**src/hw/rtl/i2cseq_pkg.sv**
```systemverilog
package i2cseq_pkg;

  // Transfer buffer geometry
  localparam int BUF_DEPTH = 256;
  localparam int BUF_AW    = (BUF_DEPTH > 1) ? $clog2(BUF_DEPTH) : 1;

  // Field widths
  localparam int BYTE_W = 8;
  localparam int DEV_W  = 7;
  localparam int CIDX_W = 2;

  // Controller status codes
  localparam logic [BYTE_W-1:0] ST_BUS_ERR  = 8'h00;
  localparam logic [BYTE_W-1:0] ST_START    = 8'h08;
  localparam logic [BYTE_W-1:0] ST_RSTART   = 8'h10;
  localparam logic [BYTE_W-1:0] ST_SLAW_ACK = 8'h18;
  localparam logic [BYTE_W-1:0] ST_SLAW_NAK = 8'h20;
  localparam logic [BYTE_W-1:0] ST_TXD_ACK  = 8'h28;
  localparam logic [BYTE_W-1:0] ST_ARB_LOST = 8'h38;
  localparam logic [BYTE_W-1:0] ST_SLAR_ACK = 8'h40;
  localparam logic [BYTE_W-1:0] ST_RXD_ACK  = 8'h50;
  localparam logic [BYTE_W-1:0] ST_RXD_NAK  = 8'h58;

  // R/W bit appended to the slave address for a read
  localparam logic RW_READ = 1'b1;

  typedef enum logic [1:0] {
    FUNC_BUF_WR = 2'd0,
    FUNC_BUF_RD = 2'd1,
    FUNC_START  = 2'd2,
    FUNC_EVENT  = 2'd3
  } func_e;

  typedef enum logic [CIDX_W-1:0] {
    CFG_DEV_ADDR  = 2'd0,
    CFG_REG_ADDR  = 2'd1,
    CFG_XFER_LEN  = 2'd2,
    CFG_READ_MODE = 2'd3
  } cfg_idx_e;

  typedef enum logic [1:0] {
    MODE_NONE = 2'd0,
    MODE_TX   = 2'd1,
    MODE_RX   = 2'd2
  } mode_e;

  typedef enum logic [1:0] {
    S_IDLE,
    S_EXEC,
    S_SECOND
  } state_e;

  // One result item
  typedef struct packed {
    logic              data_write;
    logic [BYTE_W-1:0] data_byte;
    logic              ctl_write;
    logic              ctl_sta;
    logic              ctl_sto;
    logic              ctl_si;
    logic              ctl_aa;
    logic              clear_timeout;
    logic              done_res;
    logic              fault;
    logic [BYTE_W-1:0] read_byte;
    logic              last;
  } res_t;

  // Controller -> datapath
  typedef struct packed {
    logic capture;
    logic commit;
    logic second;
  } cmd_t;

  // Datapath -> controller
  typedef struct packed {
    logic has_res;
    logic two_res;
    logic out_free;
  } sts_t;

endpackage

```
**src/hw/rtl/i2cseq_ctrl.sv**
```systemverilog
module i2cseq_ctrl import i2cseq_pkg::*; (
  input  logic   clk_i,
  input  logic   rst_ni,
  input  logic   in_valid_i,
  output logic   in_stall_o,
  input  sts_t   sts_i,
  output cmd_t   cmd_o
);

  state_e state_q, state_d;

  // State register
  always_ff @(posedge clk_i or negedge rst_ni) begin
    if (!rst_ni) begin
      state_q <= S_IDLE;
    end else begin
      state_q <= state_d;
    end
  end

  // Next state
  always_comb begin
    state_d = state_q;
    case (state_q)
      S_IDLE: begin
        if (in_valid_i) state_d = S_EXEC;
      end
      S_EXEC: begin
        if (!sts_i.has_res || sts_i.out_free) begin
          state_d = sts_i.two_res ? S_SECOND : S_IDLE;
        end
      end
      S_SECOND: begin
        if (sts_i.out_free) state_d = S_IDLE;
      end
      default: state_d = S_IDLE;
    endcase
  end

  // Outputs
  always_comb begin
    in_stall_o    = 1'b1;
    cmd_o.capture = 1'b0;
    cmd_o.commit  = 1'b0;
    cmd_o.second  = 1'b0;
    case (state_q)
      S_IDLE: begin
        in_stall_o    = 1'b0;
        cmd_o.capture = in_valid_i;
      end
      S_EXEC: begin
        cmd_o.commit = !sts_i.has_res || sts_i.out_free;
      end
      S_SECOND: begin
        cmd_o.second = sts_i.out_free;
      end
      default: begin
        in_stall_o = 1'b1;
      end
    endcase
  end

endmodule

```
**src/hw/rtl/i2cseq_dp.sv**
```systemverilog
module i2cseq_dp import i2cseq_pkg::*; (
  input  logic              clk_i,
  input  logic              rst_ni,
  // configuration
  input  logic              cfg_we_i,
  input  logic [CIDX_W-1:0] cfg_idx_i,
  input  logic [BYTE_W-1:0] cfg_data_i,
  // input item
  input  logic [1:0]        func_i,
  input  logic [BYTE_W-1:0] buffer_index_i,
  input  logic [BYTE_W-1:0] buffer_byte_i,
  input  logic [BYTE_W-1:0] status_code_i,
  input  logic [BYTE_W-1:0] rx_data_i,
  input  logic              timeout_flag_i,
  // control
  input  cmd_t              cmd_i,
  output sts_t              sts_o,
  // result
  input  logic              out_stall_i,
  output logic              out_valid_o,
  output res_t              res_o
);

  // Configuration registers
  logic [DEV_W-1:0]  dev_q;
  logic [BYTE_W-1:0] reg_q;
  logic [BYTE_W-1:0] len_q;
  logic              rmode_q;

  always_ff @(posedge clk_i or negedge rst_ni) begin
    if (!rst_ni) begin
      dev_q   <= '0;
      reg_q   <= '0;
      len_q   <= '0;
      rmode_q <= 1'b0;
    end else if (cfg_we_i) begin
      case (cfg_idx_e'(cfg_idx_i))
        CFG_DEV_ADDR:  dev_q   <= cfg_data_i[DEV_W-1:0];
        CFG_REG_ADDR:  reg_q   <= cfg_data_i;
        CFG_XFER_LEN:  len_q   <= cfg_data_i;
        CFG_READ_MODE: rmode_q <= cfg_data_i[0];
        default:       rmode_q <= rmode_q;
      endcase
    end
  end

  // Captured input item
  func_e             func_q;
  logic [BYTE_W-1:0] idx_q;
  logic [BYTE_W-1:0] bbyte_q;
  logic [BYTE_W-1:0] st_q;
  logic [BYTE_W-1:0] rx_q;
  logic              tmo_q;

  always_ff @(posedge clk_i) begin
    if (cmd_i.capture) begin
      func_q  <= func_e'(func_i);
      idx_q   <= buffer_index_i;
      bbyte_q <= buffer_byte_i;
      st_q    <= status_code_i;
      rx_q    <= rx_data_i;
      tmo_q   <= timeout_flag_i;
    end
  end

  // Sequencer state
  logic [BYTE_W-1:0] bc_q, bc_d;
  mode_e             mode_q, mode_d;

  // Transfer buffer: read at capture, written at commit
  logic [BYTE_W-1:0] mem [BUF_DEPTH];
  logic [BYTE_W-1:0] rd_addr;
  logic              rd_ok;
  logic [BYTE_W-1:0] rd_q;
  logic              rd_ok_q;
  logic              wr_en;
  logic [BYTE_W-1:0] wr_addr;
  logic [BYTE_W-1:0] wr_data;

  assign rd_addr = (func_e'(func_i) == FUNC_BUF_RD) ? buffer_index_i : bc_q;
  assign rd_ok   = (9'(rd_addr) < 9'(BUF_DEPTH));

  always_ff @(posedge clk_i) begin
    if (cmd_i.capture) begin
      rd_q    <= mem[rd_addr[BUF_AW-1:0]];
      rd_ok_q <= rd_ok;
    end
  end

  always_ff @(posedge clk_i) begin
    if (wr_en && cmd_i.commit) begin
      mem[wr_addr[BUF_AW-1:0]] <= wr_data;
    end
  end

  // Item decode: result, state update, buffer write
  logic [BYTE_W-1:0] sla_w;
  logic [BYTE_W-1:0] bc_inc;
  logic [BYTE_W-1:0] rd_byte;
  logic              bc_ok;
  logic              idx_ok;
  logic              handled;
  res_t              res;
  logic              has_res;
  logic              two_res;

  assign sla_w   = {dev_q, 1'b0};
  assign bc_inc  = bc_q + 8'd1;
  assign rd_byte = rd_ok_q ? rd_q : '0;
  assign bc_ok   = (9'(bc_q) < 9'(BUF_DEPTH));
  assign idx_ok  = (9'(idx_q) < 9'(BUF_DEPTH));
  assign handled = (mode_q == MODE_TX) || (mode_q == MODE_RX);

  always_comb begin
    res     = '0;
    has_res = 1'b0;
    two_res = 1'b0;
    bc_d    = bc_q;
    mode_d  = mode_q;
    wr_en   = 1'b0;
    wr_addr = bc_q;
    wr_data = rx_q;
    case (func_q)
      FUNC_BUF_WR: begin
        wr_en   = idx_ok;
        wr_addr = idx_q;
        wr_data = bbyte_q;
      end
      FUNC_BUF_RD: begin
        has_res       = 1'b1;
        res.read_byte = rd_byte;
        res.last      = 1'b1;
      end
      FUNC_START: begin
        has_res       = 1'b1;
        bc_d          = '0;
        mode_d        = rmode_q ? MODE_RX : MODE_TX;
        res.ctl_write = 1'b1;
        res.ctl_sta   = 1'b1;
        res.last      = 1'b1;
      end
      FUNC_EVENT: begin
        if (tmo_q) begin
          has_res           = 1'b1;
          res.clear_timeout = 1'b1;
          res.last          = 1'b1;
        end else if (handled) begin
          has_res       = 1'b1;
          res.last      = 1'b1;
          res.ctl_write = 1'b1;
          res.ctl_si    = 1'b1;
          case (st_q)
            ST_START: begin
              res.data_write = 1'b1;
              res.data_byte  = sla_w;
            end
            ST_SLAW_ACK: begin
              res.data_write = 1'b1;
              res.data_byte  = reg_q;
            end
            ST_SLAW_NAK: begin
              res.ctl_sta = 1'b1;
              res.ctl_sto = 1'b1;
            end
            default: begin
              if (mode_q == MODE_TX) begin
                // register write sequence
                case (st_q)
                  ST_TXD_ACK: begin
                    if (bc_q < len_q) begin
                      res.data_write = 1'b1;
                      res.data_byte  = bc_ok ? rd_byte : '0;
                      bc_d           = bc_inc;
                    end else begin
                      res.ctl_sto  = 1'b1;
                      res.done_res = 1'b1;
                    end
                  end
                  ST_ARB_LOST: begin
                    res.ctl_sta = 1'b1;
                    res.ctl_aa  = 1'b1;
                  end
                  ST_BUS_ERR: begin
                    res.ctl_sto = 1'b1;
                    res.ctl_aa  = 1'b1;
                    res.last    = 1'b0;
                    two_res     = 1'b1;
                  end
                  default: begin
                    res.ctl_sto = 1'b1;
                    res.fault   = 1'b1;
                    mode_d      = MODE_NONE;
                  end
                endcase
              end else begin
                // register read sequence
                case (st_q)
                  ST_TXD_ACK: begin
                    if (len_q != '0) begin
                      res.ctl_sta = 1'b1;
                    end else begin
                      res.ctl_sto  = 1'b1;
                      res.done_res = 1'b1;
                    end
                  end
                  ST_RSTART: begin
                    res.data_write = 1'b1;
                    res.data_byte  = {dev_q, RW_READ};
                  end
                  ST_SLAR_ACK: begin
                    res.ctl_aa = (len_q > 8'd1);
                  end
                  ST_RXD_ACK: begin
                    wr_en      = bc_ok;
                    bc_d       = bc_inc;
                    res.ctl_aa = (len_q != '0) && (bc_inc < (len_q - 8'd1));
                  end
                  ST_RXD_NAK: begin
                    wr_en        = bc_ok;
                    bc_d         = bc_inc;
                    res.ctl_sto  = 1'b1;
                    res.done_res = 1'b1;
                  end
                  default: begin
                    res.ctl_sto = 1'b1;
                    res.fault   = 1'b1;
                    mode_d      = MODE_NONE;
                  end
                endcase
              end
            end
          endcase
        end
      end
      default: begin
        has_res = 1'b0;
      end
    endcase
  end

  // Sequencer state update
  always_ff @(posedge clk_i or negedge rst_ni) begin
    if (!rst_ni) begin
      bc_q   <= '0;
      mode_q <= MODE_NONE;
    end else if (cmd_i.commit) begin
      bc_q   <= bc_d;
      mode_q <= mode_d;
    end
  end

  // Output register
  logic out_valid_q;
  res_t res_q;
  res_t res2;
  logic load;

  always_comb begin
    res2           = '0;
    res2.ctl_write = 1'b1;
    res2.ctl_si    = 1'b1;
    res2.ctl_aa    = 1'b1;
    res2.last      = 1'b1;
  end

  assign load = (cmd_i.commit && has_res) || cmd_i.second;

  always_ff @(posedge clk_i or negedge rst_ni) begin
    if (!rst_ni) begin
      out_valid_q <= 1'b0;
    end else if (load) begin
      out_valid_q <= 1'b1;
    end else if (!out_stall_i) begin
      out_valid_q <= 1'b0;
    end
  end

  always_ff @(posedge clk_i) begin
    if (cmd_i.second) begin
      res_q <= res2;
    end else if (load) begin
      res_q <= res;
    end
  end

  assign sts_o.has_res  = has_res;
  assign sts_o.two_res  = two_res;
  assign sts_o.out_free = !out_valid_q || !out_stall_i;
  assign out_valid_o    = out_valid_q;
  assign res_o          = res_q;

endmodule

```
**src/hw/rtl/i2c_master_register_transfer_sequencer_top.sv**
```systemverilog
// Timing: an item is captured into the input and buffer read registers when accepted,
// and its result is registered in the output register once that register is free;
// a second result follows the first there. A stalled result holds the controller until
// the output register frees. The input stalls from acceptance until the item's results
// are committed, so a new item is taken only after the last one is through.
// Reset (rst_ni low, asynchronous): configuration, byte counter and handler mode
// clear to zero; the transfer buffer holds no reset value.
module i2c_master_register_transfer_sequencer_top import i2cseq_pkg::*; (
  input  logic              clk_i,
  input  logic              rst_ni,
  // configuration
  input  logic              cfg_we_i,
  input  logic [CIDX_W-1:0] cfg_idx_i,
  input  logic [BYTE_W-1:0] cfg_data_i,
  // input channel
  input  logic              in_valid_i,
  output logic              in_stall_o,
  input  logic [1:0]        func_i,
  input  logic [BYTE_W-1:0] buffer_index_i,
  input  logic [BYTE_W-1:0] buffer_byte_i,
  input  logic [BYTE_W-1:0] status_code_i,
  input  logic [BYTE_W-1:0] rx_data_i,
  input  logic              timeout_flag_i,
  // output channel
  output logic              out_valid_o,
  input  logic              out_stall_i,
  output logic              data_write_o,
  output logic [BYTE_W-1:0] data_byte_o,
  output logic              ctl_write_o,
  output logic              ctl_sta_o,
  output logic              ctl_sto_o,
  output logic              ctl_si_o,
  output logic              ctl_aa_o,
  output logic              clear_timeout_o,
  output logic              done_res_o,
  output logic              fault_o,
  output logic [BYTE_W-1:0] read_byte_o,
  output logic              last_o
);

  cmd_t cmd;
  sts_t sts;
  res_t res;

  // Transaction control
  i2cseq_ctrl u_ctrl (
    .clk_i      (clk_i),
    .rst_ni     (rst_ni),
    .in_valid_i (in_valid_i),
    .in_stall_o (in_stall_o),
    .sts_i      (sts),
    .cmd_o      (cmd)
  );

  // Buffer, counters and result decode
  i2cseq_dp u_dp (
    .clk_i          (clk_i),
    .rst_ni         (rst_ni),
    .cfg_we_i       (cfg_we_i),
    .cfg_idx_i      (cfg_idx_i),
    .cfg_data_i     (cfg_data_i),
    .func_i         (func_i),
    .buffer_index_i (buffer_index_i),
    .buffer_byte_i  (buffer_byte_i),
    .status_code_i  (status_code_i),
    .rx_data_i      (rx_data_i),
    .timeout_flag_i (timeout_flag_i),
    .cmd_i          (cmd),
    .sts_o          (sts),
    .out_stall_i    (out_stall_i),
    .out_valid_o    (out_valid_o),
    .res_o          (res)
  );

  // Result fields
  assign data_write_o    = res.data_write;
  assign data_byte_o     = res.data_byte;
  assign ctl_write_o     = res.ctl_write;
  assign ctl_sta_o       = res.ctl_sta;
  assign ctl_sto_o       = res.ctl_sto;
  assign ctl_si_o        = res.ctl_si;
  assign ctl_aa_o        = res.ctl_aa;
  assign clear_timeout_o = res.clear_timeout;
  assign done_res_o      = res.done_res;
  assign fault_o         = res.fault;
  assign read_byte_o     = res.read_byte;
  assign last_o          = res.last;

endmodule
```
**config.mk**
```make
export PLATFORM = sky130hd
export DESIGN_NAME = i2c_master_register_transfer_sequencer_top
export DESIGN_NICKNAME = d
export VERILOG_FILES = /design/src/hw/rtl/i2cseq_pkg.sv /design/src/hw/rtl/i2cseq_ctrl.sv /design/src/hw/rtl/i2cseq_dp.sv /design/src/hw/rtl/i2c_master_register_transfer_sequencer_top.sv
export SDC_FILE = /design/constraint.sdc
export NUM_CORES = 2
export LEC_CHECK = 0
export BUFFER_PORTS_ARGS = -buffer_cell sky130_fd_sc_hd__buf_2
export CORE_ASPECT_RATIO = 1.2
export CORE_MARGIN = 2
export CORE_UTILIZATION = 30
export DETAILED_ROUTE_END_ITERATION = 8
export REMOVE_ABC_BUFFERS = 1
export SKIP_CTS_REPAIR_TIMING = 1
export SYNTH_ARGS = -nofsm -noshare
export SYNTH_HDL_FRONTEND = slang
export SYNTH_SLANG_ARGS = --single-unit
```
**constraint.sdc**
```tcl
create_clock -name clk_i -period 4.2 [get_ports clk_i]
set_input_delay 0.84 -clock clk_i [delete_from_list [all_inputs] [get_ports clk_i]]
set_output_delay 0.84 -clock clk_i [all_outputs]
set_load 0.02 [all_outputs]
```
==> impl_metrics.csv <==
group,metric,value,unit
cts,numCtsBuffers,212,
global_route,grt_overflow,0,
worst_setup_path,crit_required,4.82,ns
cts,cts-root-buf,"clkbuf_16",
logic_synthesis,synth_area_leaders,"edfxtp_1 (73%), nand2_1 (6.5%), nand3_1 (2.7%)",
floorplanning,ios,78,
sta,clock_skew,0.0552,ns
logic_synthesis,yosysTopAreaCellShare,0.732,
sta,hold_violations,0,
cts,cts_max_level,4,
final_layout,finish.utilization,0.355,
pwr,power.share.combinational,0.168,
logic_synthesis,synth_common_cells,"edfxtp_1 (2091), nand2_1 (1492), nand3_1 (459)",
placement,numPortBuffers,77,
placement,place_congestion,0.896,
logic_synthesis,synthMuxAreaShare,0.0351,
worst_setup_path,r2r-start,"u_dp.bc_q[0]",
sta,min_period,4.06,ns
status,outcome,"finished clean",
logic_synthesis,synth_area_per_cell,13.9,um^2
sta,slew_viol_final,0,
logic_synthesis,yosysWarnings,0,
global_route,grt_max_degree,109,
pwr,p_leak,34.3,nW
routing,firstDrtPassIters,9,
worst_setup_path,critPathKind,"flop to flop",
floorplanning,dieWidth,492,um
sta,hold_slack,0.0950,ns
cts,clk_latency,0.88,ns
sta,period_share,0.966,
logic_synthesis,synth_seq_area_share,0.749,
worst_setup_path,reg2reg_depth,9,
routing,routed_via_density,5.21,
sta,fin_setup_tns,0,ns
worst_setup_path,crit_fanout,11,
worst_hold_path,hp-class,"primary input to async pin",
logic_synthesis,syn_area,85700,um^2
sta,setup_viol,0,
worst_setup_path,crit_path_end,"u_dp.rd_q[2]",
worst_setup_path,cp-end-kind,"flop",
logic_synthesis,yosysMostFrequentCell,"edfxtp_1",
final_layout,drive_gt1_frac,0.159,
sta,layout_setup_ws,0.144,ns
sta,rsz0062_at_grt,"false",
final_layout,final_area,101000,um^2
sta,relSlewSlack,0.222,
placement,dp_hpwl,166000,um
global_route,gr-usage-all-layers,0.173,
cts,cts_tree,"built",
floorplanning,die_y,590,um
logic_synthesis,synthArstFlopShare,0.0172,
routing,wl_per_cell,24.5,um
placement,placed_area,94700,um^2
worst_setup_path,critPathLaunchType,"flop",
global_route,antenna_found_initial,15,
floorplanning,fp-row-count,215,
final_layout,syn2layout_area_growth,18.2,%
sta,worstMarginPinSlew,1.17,ns
flow_run,drv_cap,0,
logic_synthesis,synthCells,6161,
logic_synthesis,synth_edf_count,2091,
worst_setup_path,ff2ff_setup_slack,0.14,ns
pwr,p_switching,14.3,mW
logic_synthesis,synth_xor_area_frac,0.00123,
pwr,switching_share,0.279,
cts,clkSinkCount,2154,
logic_synthesis,synthSimpleGateAreaFrac,0.123,
logic_synthesis,ys_types,71,
floorplanning,start_util,0.301,
logic_synthesis,synth_compound_area_frac,0.0635,
routing,drt_iter0_drc,7086,
pwr,clkPwrFrac,0.360,
logic_synthesis,yosys.area_share.adder,0.00321,
logic_synthesis,synth_ff_type,"edfxtp_1",
final_layout,final_nets,6728,
logic_synthesis,synth_seq_cells,2154,
cts,cts.clk_slew.worst_paths,0.06,ns
logic_synthesis,yosysTopAreaCell,"edfxtp_1",
sta,fmaxAchievable,0.247,GHz
worst_setup_path,arrival,4.68,ns
routing,vias,55300,
cts,cts.path.max_buffers,4,
worst_setup_path,crit_start,"u_dp.bc_q[0]",
pwr,powerDensity,505,nW/um^2
pwr,p_int,36.9,mW
global_route,grt_pass1_vias,53800,
logic_synthesis,synth_top_family_by_area,"simple AND/OR/NAND/NOR gates",
global_route,grt_pass1_wl,375000,um
routing,detail-route-antenna-nets,0,
floorplanning,core_area,285000,um^2
pwr,power_frac_seq,0.471,
pwr,vdd_drop_max,0.377,mV
placement,pre_cts_ws,-0.959,ns
routing,drc_errors,0,
worst_setup_path,regToRegEndpoint,"u_dp.rd_q[2]",
floorplanning,die_area,290000,um^2
routing,drt-total-wl,260000,um
## flip-flops by register name, summed over array words and instances, names as in the netlist
signal and flops:
u_dp.bc_q 8, u_dp.bbyte_q 8, u_dp.tmo_q 1, u_dp.idx_q 8, u_dp.res_o 26, u_dp.out_valid_o 1
u_dp.dev_q 7, u_dp.reg_q 8, u_dp.mode_q 2, u_dp.rmode_q 1, u_dp.mem 2048, u_dp.func_q 2
u_dp.st_q 8, u_dp.rx_q 8, u_ctrl.state_q 2, u_dp.len_q 8, u_dp.rd_q 8
## final cells by class
cell class	instances	area (um^2)
multi-input cells	3582	19700
clock inverters	126	1010
repair buffers	680	5930
clock buffers	254	5580
well taps	3797	4750
diodes	3	7.51
fillers	27200	184000
inverters	26	97.6
flip-flops and latches	2154	64200
## power by group through the flow
stage	logic [mW]	registers [mW]	clock network [mW]
6_report	8.63	24.1	18.5
5_1_grt	9.10	24.1	19.5
4_1_cts	8.57	24.1	18.7
3_5_place_dp	8.54	24.6	0
3_3_place_gp	8.45	24.6	0
2_1_floorplan	5.26	24.6	0
## placed cells by master, fill, tap and decap left out, types with 28 or more instances in the layout
master	synthesis	layout
edfxtp_1	2091	2091
nand2_1	1492	1492
buf_4	32	522
nand3_1	459	459
nor2_1	301	294
a21oi_1	247	246
clkbuf_16	0	217
mux2i_1	184	184
a32oi_1	161	161
a31oi_1	149	148
nand4_1	118	118
buf_12	1	81
buf_2	169	77
clkinv_1	0	55
a22oi_1	47	47
a221oi_1	44	44
o21ai_0	45	43
clkinv_2	0	41
dfrtp_1	37	37
clkbuf_1	136	35
nor3_1	35	34
mux4_2	32	32
mux2_2	37	28
## worst min-delay path by stage
stage,start,to,depth (start not counted)
2_1_floorplan,u_ctrl.state_q[1],u_ctrl.state_q[0],1
3_3_place_gp,u_dp.res_o[18],u_dp.res_o[18],2
3_5_place_dp,u_dp.res_o[19],u_dp.res_o[19],2
4_1_cts,rst_ni,u_ctrl.state_q[0],1
5_1_grt,rx_data_i[3],u_dp.rx_q[3],1
6_report,rst_ni,u_dp.out_valid_o,1
## stage by stage
stage | power, mW | std cells
floorplan | 29.9 | 5762
global placement | 33.0 | 10200
detailed placement | 33.1 | 10200
CTS | 51.4 | 10600
global route | 52.7 | 10600
finish | 51.2 | 10600
## logic make-up (layout without fill, tap and decap cells)
family / count (synthesis) / in the layout
flip-flops: 2154 / 2154
adder cells (fa/ha/maj): 22 / 22
XOR/XNOR: 12 / 12
AO/OA/AOI/OAI: 799 / 799
AND/OR/NAND/NOR: 2494 / 2494
buffers and inverters: 425 / 1086
multiplexers: 255 / 255
other: 0 / 3
## worst max-delay path, cell delays in order (launching register included)
cell,delay (ns)
dfrtp_1,0.56
a21oi_4,0.36
buf_12,0.21
mux4_2,0.53
a2111oi_1,0.65
nand4_1,0.43
buf_4,0.28
nor3_1,0.51
buf_4,0.21
nor4_1,0.04
## routing by layer
metal / vias to the layer above / track usage / share of wire
li1: 24200 / - / -
met1: 27900 / 0.220 / 0.39
met2: 2651 / 0.282 / 0.47
met3: 581 / 0.0268 / 0.081
met4: 8 / 0.0973 / 0.061
met5: - / 0 / 0.00018
Power figures use the tool's default switching activity.
